$ cat config.mk
export PLATFORM = sky130hd
export DESIGN_NAME = timer_counter_8bit_ctc
export DESIGN_NICKNAME = d
export VERILOG_FILES = /design/src/sv/ctc_pkg.sv /design/src/sv/ctc_prescaler.sv /design/src/sv/ctc_core.sv /design/src/sv/timer_counter_8bit_ctc.sv
export SDC_FILE = /design/constraint.sdc
export NUM_CORES = 1
export LEC_CHECK = 0
export BUFFER_PORTS_ARGS = -buffer_cell sky130_fd_sc_hd__buf_4
export CAP_MARGIN = 20
export CORE_ASPECT_RATIO = 1.2
export CORE_UTILIZATION = 50
export CTS_BUF_LIST = sky130_fd_sc_hd__clkbuf_4 sky130_fd_sc_hd__clkbuf_8 sky130_fd_sc_hd__clkbuf_16
export DETAILED_ROUTE_END_ITERATION = 12
export GPL_TIMING_DRIVEN = 1
export MAX_ROUTING_LAYER = met4
export PLACE_DENSITY = 0.7
export SYNTH_ARGS = -nofsm -noshare
export SYNTH_HDL_FRONTEND = slang
export SYNTH_SLANG_ARGS = --single-unit
$ cat constraint.sdc
create_clock -name clk -period 5.8 [get_ports clk]
set_clock_uncertainty 0.2 [all_clocks]
set_input_delay 1.16 -clock clk [delete_from_list [all_inputs] [get_ports clk]]
set_output_delay 1.16 -clock clk [all_outputs]
set_load 0.005 [all_outputs]
$ cat src/sv/ctc_pkg.sv
// shared types and constants for the 8-bit timer/counter with clear-on-compare
// no dependencies
package ctc_pkg;

  localparam int PRESCALE_BITS_DEF = 10;

  // operation codes
  localparam logic [1:0] OP_TICK  = 2'd0;
  localparam logic [1:0] OP_READ  = 2'd1;
  localparam logic [1:0] OP_WRITE = 2'd2;

  // register addresses
  localparam logic [2:0] ADDR_CTRLA = 3'd0;
  localparam logic [2:0] ADDR_CTRLB = 3'd1;
  localparam logic [2:0] ADDR_MASK  = 3'd2;
  localparam logic [2:0] ADDR_FLAGS = 3'd3;
  localparam logic [2:0] ADDR_COUNT = 3'd4;
  localparam logic [2:0] ADDR_CMPA  = 3'd5;
  localparam logic [2:0] ADDR_CMPB  = 3'd6;

  // clock select codes
  localparam logic [2:0] CS_STOP  = 3'd0;
  localparam logic [2:0] CS_DIV1  = 3'd1;
  localparam logic [2:0] CS_DIV8  = 3'd2;
  localparam logic [2:0] CS_DIV64 = 3'd3;
  localparam logic [2:0] CS_DIV256  = 3'd4;
  localparam logic [2:0] CS_DIV1024 = 3'd5;
  localparam logic [2:0] CS_EXT_FALL = 3'd6;
  localparam logic [2:0] CS_EXT_RISE = 3'd7;

  localparam logic [2:0] WGM_CTC = 3'b010;

  localparam logic [7:0] CTRLA_MASK = 8'hF3;
  localparam logic [7:0] CTRLB_MASK = 8'h0F;
  localparam logic [7:0] COUNT_TOP  = 8'hFF;

  // flag / enable bit positions
  localparam int FLAG_WRAP = 0;
  localparam int FLAG_MA   = 1;
  localparam int FLAG_MB   = 2;

  typedef struct packed {
    logic [1:0] op;
    logic [2:0] addr;
    logic [7:0] wdata;
    logic       pin;
  } item_t;

  typedef struct packed {
    logic [7:0] count_now;
    logic       irq_wrap;
    logic       irq_match_b;
    logic       irq_match_a;
    logic [7:0] read_data;
  } result_t;

  // request from the register core to the prescaler
  typedef struct packed {
    logic       tick;
    logic [2:0] cs;
    logic       pin;
  } tick_req_t;

endpackage

$ cat src/sv/ctc_prescaler.sv
// tick-driven prescaler and external pin edge detect, gives the counter enable
// depends on ctc_pkg
module ctc_prescaler
  import ctc_pkg::*;
#(
  parameter int PRESCALE_BITS = PRESCALE_BITS_DEF
) (
  input  logic      clk,
  input  logic      rst_n,
  input  tick_req_t req,
  output logic      count_en
);

  logic [PRESCALE_BITS-1:0] pre_r, pre_nxt;
  logic                     pin_prev_r, pin_prev_nxt;

  assign pre_nxt      = req.tick ? pre_r + 1'b1 : pre_r;
  assign pin_prev_nxt = req.tick ? req.pin : pin_prev_r;

  always_comb begin
    count_en = 1'b0;
    case (req.cs)
      CS_STOP:     count_en = 1'b0;
      CS_DIV1:     count_en = 1'b1;
      CS_DIV8:     count_en = (pre_nxt[2:0] == '0);
      CS_DIV64:    count_en = (pre_nxt[5:0] == '0);
      CS_DIV256:   count_en = (pre_nxt[7:0] == '0);
      CS_DIV1024:  count_en = (pre_nxt[9:0] == '0);
      CS_EXT_FALL: count_en = pin_prev_r & ~req.pin;
      CS_EXT_RISE: count_en = ~pin_prev_r & req.pin;
      default:     count_en = 1'b0;
    endcase
    count_en = count_en & req.tick;
  end

  always_ff @(posedge clk) begin
    if (!rst_n) begin
      pre_r      <= '0;
      pin_prev_r <= 1'b0;
    end else begin
      pre_r      <= pre_nxt;
      pin_prev_r <= pin_prev_nxt;
    end
  end

endmodule

$ cat src/sv/ctc_core.sv
// bus registers, counter and flags; applies one item per enabled cycle
// depends on ctc_pkg
module ctc_core
  import ctc_pkg::*;
(
  input  logic      clk,
  input  logic      rst_n,
  input  logic      step_en,
  input  item_t     item,
  input  logic      count_en,
  output tick_req_t req,
  output result_t   result
);

  logic [7:0] ctrla_r, ctrla_nxt;
  logic [7:0] ctrlb_r, ctrlb_nxt;
  logic [2:0] en_r, en_nxt;
  logic [2:0] flags_r, flags_nxt;
  logic [7:0] count_r, count_nxt;
  logic [7:0] cmpa_r, cmpa_nxt;
  logic [7:0] cmpb_r, cmpb_nxt;
  logic [7:0] rdata;
  logic [2:0] wgm;
  logic [2:0] act;

  assign wgm      = {ctrlb_r[3], ctrla_r[1:0]};
  assign req.tick = step_en && (item.op == OP_TICK);
  assign req.cs   = ctrlb_r[2:0];
  assign req.pin  = item.pin;

  always_comb begin
    ctrla_nxt = ctrla_r;
    ctrlb_nxt = ctrlb_r;
    en_nxt    = en_r;
    flags_nxt = flags_r;
    count_nxt = count_r;
    cmpa_nxt  = cmpa_r;
    cmpb_nxt  = cmpb_r;
    rdata     = 8'h00;

    if (step_en && item.op == OP_TICK && count_en) begin
      if (count_r == cmpa_r)    flags_nxt[FLAG_MA]   = 1'b1;
      if (count_r == cmpb_r)    flags_nxt[FLAG_MB]   = 1'b1;
      if (count_r == COUNT_TOP) flags_nxt[FLAG_WRAP] = 1'b1;
      if (wgm == WGM_CTC && count_r == cmpa_r) count_nxt = 8'h00;
      else                                     count_nxt = count_r + 8'd1;
    end

    if (step_en && item.op == OP_READ) begin
      unique case (item.addr)
        ADDR_CTRLA: rdata = ctrla_r;
        ADDR_CTRLB: rdata = ctrlb_r;
        ADDR_MASK:  rdata = {5'b0, en_r};
        ADDR_FLAGS: rdata = {5'b0, flags_r};
        ADDR_COUNT: rdata = count_r;
        ADDR_CMPA:  rdata = cmpa_r;
        ADDR_CMPB:  rdata = cmpb_r;
        default:    rdata = 8'h00;
      endcase
    end

    if (step_en && item.op == OP_WRITE) begin
      unique case (item.addr)
        ADDR_CTRLA: ctrla_nxt = item.wdata & CTRLA_MASK;
        ADDR_CTRLB: ctrlb_nxt = item.wdata & CTRLB_MASK;
        ADDR_MASK:  en_nxt    = item.wdata[2:0];
        ADDR_FLAGS: flags_nxt = flags_r & ~item.wdata[2:0];
        ADDR_COUNT: count_nxt = item.wdata;
        ADDR_CMPA:  cmpa_nxt  = item.wdata;
        ADDR_CMPB:  cmpb_nxt  = item.wdata;
        default:    ;
      endcase
    end
  end

  assign act                = flags_nxt & en_nxt;
  assign result.read_data   = rdata;
  assign result.irq_match_a = act[FLAG_MA];
  assign result.irq_match_b = act[FLAG_MB];
  assign result.irq_wrap    = act[FLAG_WRAP];
  assign result.count_now   = count_nxt;

  always_ff @(posedge clk) begin
    if (!rst_n) begin
      ctrla_r <= '0;
      ctrlb_r <= '0;
      en_r    <= '0;
      flags_r <= '0;
      count_r <= '0;
      cmpa_r  <= '0;
      cmpb_r  <= '0;
    end else begin
      ctrla_r <= ctrla_nxt;
      ctrlb_r <= ctrlb_nxt;
      en_r    <= en_nxt;
      flags_r <= flags_nxt;
      count_r <= count_nxt;
      cmpa_r  <= cmpa_nxt;
      cmpb_r  <= cmpb_nxt;
    end
  end

endmodule

$ cat src/sv/timer_counter_8bit_ctc.sv
// top level of the 8-bit timer/counter with clear-on-compare
// depends on ctc_pkg, ctc_prescaler and ctc_core
//
// usage:
//   the input stream carries one item per transfer: a clock tick (with the
//   external pin level), a bus read or a bus write, selected by in_tuser.
//   every input transfer yields exactly one output transfer carrying the read
//   byte (zero unless a read), the three interrupt requests and the count.
//   each accepted item lands in an input register; once the output register is
//   free or draining, the core applies it to the timer state and the result is
//   captured in the output register, which raises out_tvalid.
//   throughput is one item per cycle while out_tready stays high: the input
//   register refills in the same cycle its item moves on, and the step itself
//   is three compares and one 8-bit increment in the counter update path.
//   when out_tready is low the output register holds its result, the input
//   register holds the next item, and in_tready drops only once both are full.
//   a synchronous low rst_n clears all bus registers, the prescaler, the pin
//   history and the valid flags of both stream stages.
module timer_counter_8bit_ctc
  import ctc_pkg::*;
#(
  parameter int PRESCALE_BITS = PRESCALE_BITS_DEF
) (
  input  logic        clk,
  input  logic        rst_n,
  input  logic        in_tvalid,
  output logic        in_tready,
  // [2:0] reg_address, [10:3] write_data, [11] ext_pin, [15:12] zero
  input  logic [15:0] in_tdata,
  // [1:0] operation
  input  logic [1:0]  in_tuser,
  output logic        out_tvalid,
  input  logic        out_tready,
  // [7:0] read_data, [8] irq_match_a, [9] irq_match_b, [10] irq_wrap,
  // [18:11] count_now, [23:19] zero
  output logic [23:0] out_tdata
);

  item_t     item_r;
  logic      in_valid_r;
  result_t   res_r;
  logic      out_valid_r;
  logic      advance;
  logic      count_en;
  tick_req_t req;
  result_t   result;

  // item moves into the core when the output register is free or draining
  assign advance   = in_valid_r && (!out_valid_r || out_tready);
  assign in_tready = !in_valid_r || advance;

  ctc_prescaler #(
    .PRESCALE_BITS(PRESCALE_BITS)
  ) u_prescaler (
    .clk      (clk),
    .rst_n    (rst_n),
    .req      (req),
    .count_en (count_en)
  );

  ctc_core u_core (
    .clk      (clk),
    .rst_n    (rst_n),
    .step_en  (advance),
    .item     (item_r),
    .count_en (count_en),
    .req      (req),
    .result   (result)
  );

  // stream stage control
  always_ff @(posedge clk) begin
    if (!rst_n) begin
      in_valid_r  <= 1'b0;
      out_valid_r <= 1'b0;
    end else begin
      if (in_tready) in_valid_r <= in_tvalid;
      if (advance)         out_valid_r <= 1'b1;
      else if (out_tready) out_valid_r <= 1'b0;
    end
  end

  // payload registers
  always_ff @(posedge clk) begin
    if (in_tready && in_tvalid) begin
      item_r.op    <= in_tuser;
      item_r.addr  <= in_tdata[2:0];
      item_r.wdata <= in_tdata[10:3];
      item_r.pin   <= in_tdata[11];
    end
    if (advance) res_r <= result;
  end

  assign out_tvalid = out_valid_r;
  assign out_tdata  = {5'b0, res_r.count_now, res_r.irq_wrap, res_r.irq_match_b,
                       res_r.irq_match_a, res_r.read_data};

endmodule
==> impl_metrics.csv, run 1 <==
group,metric,value,unit
synthesis,ys_types,61,
global_route,grt_start_max_net_pins,51,
synthesis,syn_area,0.00426,mm^2
final_layout,final_cell_mix,"78 x nor2_1, 53 x dfxtp_1, 41 x buf_4",
synthesis,synth_edf_count,33,
worst_setup_path,reg2reg_slack,2.54,ns
clock_tree,clkLatencyLatePin,0.36,ns
worst_setup_path,cp_cell_sequence,"buf_4 > nor2b_1 > nor4_1 > mux2i_1 > nand2_1 > a221o_2 > a22o_1 > a221oi_2 > nor2_1",
floorplanning,die_h,103,um
synthesis,synth_area_leaders,"dfxtp_1 25%, edfxtp_1 23%, mux2i_1 9.2%",
clock_tree,postCtsHoldBufs,0,
place,pre_cts_ws,1.87,ns
final_layout,drive_above_1_share,17.8,%
timing,hold_viol,0,
routing,drt_iter0_markers,194,
worst_setup_path,crit_path_start_kind,"input port",
global_route,grt.total_usage,23.5,%
place,gp_routability_congestion,0.857,
clock_tree,htree_levels,3,
clock_tree,cts_resized,0,
worst_setup_path,critPathMaxFanout,13,
worst_setup_path,cp-end-kind,"flip-flop",
timing,tns,0,ns
synthesis,syn_avg_cell_area,10.0,um^2
run_status,outcome,"finished clean",
final_layout,n_antenna_cell,0,
synthesis,ys_seq_area_share,48.1,%
place,hpwl,6.47,mm
synthesis,ys_async_sr_fraction,0,%
floorplanning,rows,36,
timing,max_slew.worst_pin.slew,0.896,ns
final_layout,finish.utilization,57.7,%
timing,rsz0062_at_grt,"false",
timing,slew_viol_final,0,
routing,firstDrtPassIters,4,
worst_setup_path,slowest_stage,"a221o_2",
clock_tree,cts_sinks,86,
power_and_ir_drop,p_per_area,241,mW/mm^2
routing,drtAntennaViolNets,0,
worst_setup_path,max_stage_delay,0.53,ns
floorplanning,dieArea,0.00890,mm^2
power_and_ir_drop,ir_worst_vdd,0.194,mV
worst_setup_path,cp.arrival,3.42,ns
floorplanning,initial_core_util,52.0,%
worst_setup_path,cp.required,5.70,ns
power_and_ir_drop,p_sw_share,25.5,%
clock_tree,clkTransAtPathRegs,0.08,ns
clock_tree,clock_path_buffers,2,
place,portBuffers,38,
worst_setup_path,path_class,"input port to flip-flop",
global_route,grt_pass1_wl,15.2,mm
routing,wirelength,9.24,mm
routing,routedWlPerCell,16.3,um
floorplanning,core-area,0.00820,mm^2
power_and_ir_drop,p_clk_share,31.7,%
clock_tree,cts-root-buf,"clkbuf_8",
final_layout,layout_commonest_cell,"nor2_1",
run,maxCapViolCount,0,
clock_tree,cts_tree,"yes",
timing,slew_headroom,40.2,%
final_layout,final_nets,473,
clock_tree,numCtsBuffers,9,
timing,timing.fmax,0.284,GHz
timing,period_share,60.6,%
floorplanning,die_width,86.3,um
clock_tree,post_cts_buffers,0,
routing,routed_via_density,5.57,
hold_path,hold_class,"flip-flop to flip-flop",
power_and_ir_drop,seq_power_share,59.9,%
global_route,grt_pass1_vias,2977,
global_route,antenna_found_initial,0,
routing,vias,3161,
timing,fin_ws,2.28,ns
timing,period_minus_slack,3.52,ns
synthesis,synth_flop_cell,"dfxtp_1",
power_and_ir_drop,internal_power,0.851,mW
synthesis,yosysTopAreaCellShare,24.9,%
synthesis,synth_top_cell_by_area,"dfxtp_1",
power_and_ir_drop,p_leak,1.86,nW
floorplanning,io_pins,48,
synthesis,yosysWarnings,0,
final_layout,syn2layout_area_growth,11.0,%
timing,setup_viol,0,
global_route,overflow,0,
power_and_ir_drop,totalPowerFinal,1.14,mW
routing,drc_errors,0,
synthesis,ys_ff_latch,86,
power_and_ir_drop,combPwrFrac,8.4,%
synthesis,syn_inst,426,
power_and_ir_drop,p_sw,0.292,mW
==> through the flow <==
step / cells / instance area, um^2 / hold slack [ns]
after floorplan: 430 / 4280 / 0.263
after global placement: 552 / 4570 / 0.277
after detailed placement: 552 / 4570 / 0.296
after CTS: 568 / 4730 / 0.317
after global routing: 568 / 4730 / 0.356
final: 568 / 4730 / 0.316
==> registers in the layout, indices dropped and copies added (netlist names) <==
register                flops
in_valid_r                  1
item_r                     14
out_tdata                  19
out_tvalid                  1
u_core.cmpa_r               8
u_core.cmpb_r               8
u_core.count_r              8
u_core.ctrla_r              6
u_core.ctrlb_r              4
u_core.en_r                 3
u_core.flags_r              3
u_prescaler.pin_prev_r      1
u_prescaler.pre_r          10
==> cell usage after synthesis, drive strengths merged, types with 6 or more instances <==
cell	n
edfxtp	33
buf	13
nor4	6
nor2	79
a211oi	7
a31oi	8
nor2b	11
nand3	10
a21oi	14
nand4	9
dfxtp	53
clkbuf	20
o21ai	8
nor3	10
mux2i	39
xor2	22
nand2	18
xnor2	6
==> layer usage <==
metal	global-route usage [%]	up-vias	part of all wire (%)
met2	37.8	87	49
met1	28.8	1493	43
met3	3.36	21	4.6
met5	-	-	0
met4	12.3	0	3.3
li1	-	1560	-
==> path summary, 6_finish.rpt <==
kind,from,to,cells after the start
worst max-delay path,out_tready,out_tdata[18]$_DFFE_PP_,9
worst min-delay path,u_core.ctrla_r[6]$_SDFFE_PN0P_,u_core.ctrla_r[6]$_SDFFE_PN0P_,2
worst max register to register,u_prescaler.pre_r[0]$_SDFF_PN0_,out_tdata[18]$_DFFE_PP_,9
worst min register to register,u_core.ctrla_r[6]$_SDFFE_PN0P_,u_core.ctrla_r[6]$_SDFFE_PN0P_,2
==> cells by family (layout without fill, tap and decap cells) <==
logic type / Yosys count / count (layout) / share of synthesized area, %
and+or+nand+nor: 171 / 171 / 20.6
DFF: 86 / 86 / 48.1
AOI/OAI and AO/OA: 58 / 58 / 10.1
muxes: 42 / 42 / 10.5
buffers and inverters: 38 / 62 / 4.26
xor gates and xnor gates: 28 / 28 / 5.75
adders and majority gates: 2 / 2 / 0.587
other: 1 / 5 / 0.0880
==> final cells by class <==
type | count | area, um^2
Multi-Input combinational cell | 306 | 2050
Timing Repair Buffer | 41 | 308
Fill cell | 749 | 3460
Tap cell | 114 | 143
Sequential cell | 86 | 2050
Clock inverter | 7 | 41.3
Inverter | 5 | 18.8
Clock buffer | 9 | 124
==> power by group through the flow <==
stage / combinational, mW / clock, mW / sequential [mW]
after floorplan: 0.0836 / 0 / 0.673
after global placement: 0.0946 / 0 / 0.697
after detailed placement: 0.0964 / 0 / 0.698
after CTS: 0.0966 / 0.372 / 0.684
after global routing: 0.106 / 0.399 / 0.688
final: 0.0957 / 0.362 / 0.685
==> critical path: cells and delay by family <==
family / cells / cell delay [ns]
AO/OA/AOI/OAI: 3 / 1.04
buffers and inverters: 1 / 0.11
AND/OR/NAND/NOR: 4 / 0.85
multiplexers: 1 / 0.25
Power figures use the tool's default switching activity.
==> run 2, diff against run 1 <==
==> constraint.sdc (replaced) <==
create_clock -name clk -period 3.62 [get_ports clk]
set_clock_uncertainty 0.2 [all_clocks]
set_input_delay 0.724 -clock clk [delete_from_list [all_inputs] [get_ports clk]]
set_output_delay 0.724 -clock clk [all_outputs]
set_load 0.005 [all_outputs]
==> run 2 against run 1 <==
  * Final area increased by 2.0%
  * Core utilization is 1.2 points higher
  * Critical endpoint unchanged
  * Cell count grew 0.70%
  * Largest cell class unchanged
  * Sequential share of layout area is 0.85 points lower
  * Worst hold slack lost 0.013 ns
  * Total power is 77% higher
==> impl_metrics.csv, run 2 (same netlist as run 1, synthesis figures left out) <==
group,metric,value,unit
run_status,outcome,"finished clean",
clock_tree,clkTransAtPathRegs,0.10,ns
worst_setup_path,critPathTopFamily,"simple AND/OR/NAND/NOR gates",
final_layout,final_nets,477,
floorplanning,die_h,103,um
floorplanning,core-area,0.00820,mm^2
routing,drc_errors,0,
timing,setup_viol,0,
timing,max_slew.worst_pin.slew,0.923,ns
worst_setup_path,slowest_stage,"or4_1",
place,portBuffers,38,
global_route,overflow,0,
floorplanning,die_width,86.3,um
clock_tree,post_cts_buffers,0,
routing,routed_via_density,5.56,
clock_tree,postCtsHoldBufs,0,
place,pre_cts_ws,0.379,ns
global_route,antenna_found_initial,0,
global_route,grt.total_usage,23.6,%
clock_tree,cts_sinks,86,
floorplanning,io_pins,48,
timing,slew_headroom,38.4,%
global_route,grt_start_max_net_pins,51,
global_route,grt_pass1_wl,15.3,mm
power_and_ir_drop,seq_power_share,54.1,%
floorplanning,initial_core_util,52.0,%
power_and_ir_drop,totalPowerFinal,2.02,mW
timing,slew_viol_final,0,
timing,fin_ws,0.364,ns
timing,timing.fmax,0.307,GHz
run,maxCapViolCount,0,
place,place_area,0.00460,mm^2
routing,drt_iter0_markers,283,
clock_tree,clock_path_buffers,2,
timing,period_share,89.9,%
timing,period_minus_slack,3.26,ns
clock_tree,clkLatencyLatePin,0.36,ns
worst_setup_path,cp_num_buf_inv,0,
power_and_ir_drop,combPwrFrac,7.9,%
timing,tns,0,ns
place,hpwl,6.51,mm
worst_setup_path,cp_cell_sequence,"ha_1 > nor3b_4 > nand3_2 > or4_1 > a32oi_1 > a221o_2 > nand2_4 > a221oi_2 > nor2_1",
worst_setup_path,cp.arrival,3.16,ns
final_layout,stdcell_area,0.00483,mm^2
final_layout,drive_above_1_share,18.6,%
clock_tree,cts_tree,"yes",
worst_setup_path,path_class,"flip-flop to flip-flop",
final_layout,layout_commonest_cell,"nor2_1",
timing,whs,0.302,ns
timing,rsz0062_at_grt,"false",
final_layout,fillCellCount,748,
clock_tree,numCtsBuffers,9,
final_layout,final_cell_mix,"78 x nor2_1, 53 x dfxtp_1, 45 x buf_4",
power_and_ir_drop,p_sw_share,24.7,%
worst_setup_path,crit_path_start_kind,"flip-flop",
floorplanning,rows,36,
clock_tree,htree_levels,3,
worst_setup_path,cp-end-kind,"flip-flop",
final_layout,n_antenna_cell,0,
final_layout,syn2layout_area_growth,13.3,%
hold_path,hold_class,"flip-flop to flip-flop",
timing,hold_viol,0,
floorplanning,dieArea,0.00890,mm^2
power_and_ir_drop,internal_power,1.52,mW
routing,routedWlPerCell,16.2,um
clock_tree,cts_resized,0,
worst_setup_path,critPathMaxFanout,13,
routing,drtAntennaViolNets,0,
global_route,grt_pass1_vias,3065,
power_and_ir_drop,ir_worst_vdd,0.385,mV
routing,wirelength,9.24,mm
final_layout,largest_register_ffs,19,
power_and_ir_drop,p_leak,1.90,nW
routing,vias,3182,
power_and_ir_drop,p_clk_share,38.0,%
worst_setup_path,cp.required,3.53,ns
routing,firstDrtPassIters,5,
power_and_ir_drop,p_sw,0.499,mW
power_and_ir_drop,p_per_area,418,mW/mm^2
worst_setup_path,max_stage_delay,0.53,ns
clock_tree,cts-root-buf,"clkbuf_8",
place,gp_routability_congestion,0.833,
## run 2: final cells by class
cell class	count	area (um^2)	share of cell area, %
Clock buffer	9	124	2.57
Clock inverter	7	106	2.20
Inverter	5	18.8	0.389
Multi-Input combinational cell	306	2050	42.4
Sequential cell	86	2050	42.5
Tap cell	114	143	2.95
Timing Repair Buffer	45	338	7.00
## run 2: path summary, 6_finish.rpt
path                                    from  slack [ns]  depth (start not counted)                        endpoint
max          u_prescaler.pre_r[0]$_SDFF_PN0_        0.36                          9         out_tdata[18]$_DFFE_PP_
max reg2reg  u_prescaler.pre_r[0]$_SDFF_PN0_        0.36                          9         out_tdata[18]$_DFFE_PP_
min reg2reg   u_core.ctrla_r[4]$_SDFFE_PN0P_        0.30                          2  u_core.ctrla_r[4]$_SDFFE_PN0P_
min           u_core.ctrla_r[4]$_SDFFE_PN0P_        0.30                          2  u_core.ctrla_r[4]$_SDFFE_PN0P_
## run 2: routing by layer
| layer | vias to the layer above | GRT usage [%] | wire length (um) |
|---|---|---|---|
| met5 | - | - | 0 |
| met4 | 0 | 12.4 | 289 |
| met3 | 18 | 3.20 | 352 |
| met2 | 75 | 38.4 | 4540 |
| met1 | 1524 | 28.6 | 4060 |
| li1 | 1565 | - | - |
## run 2: worst register-to-register path: cells and delay by family, from the launching register on
kind / cells / cell delay [ns]
fa+ha+maj: 1 / 0.30
flops: 1 / 0.43
simple gates: 5 / 1.15
compound gates: 3 / 0.95
## run 2: power groups by stage
| stage | Clock [mW] | Combinational (mW) | Sequential [mW] |
|---|---|---|---|
| final | 0.767 | 0.160 | 1.09 |
| after global routing | 0.827 | 0.177 | 1.10 |
| after CTS | 0.778 | 0.162 | 1.09 |
| after detailed placement | 0 | 0.162 | 1.11 |
| after global placement | 0 | 0.158 | 1.11 |
| after floorplan | 0 | 0.134 | 1.08 |
## run 2: stage by stage
step,utilization (%),std cells
2_1_floorplan,-,430
3_3_place_gp,56.1,556
3_5_place_dp,56.1,556
4_1_cts,58.9,572
5_1_grt,58.9,572
6_report,58.9,572
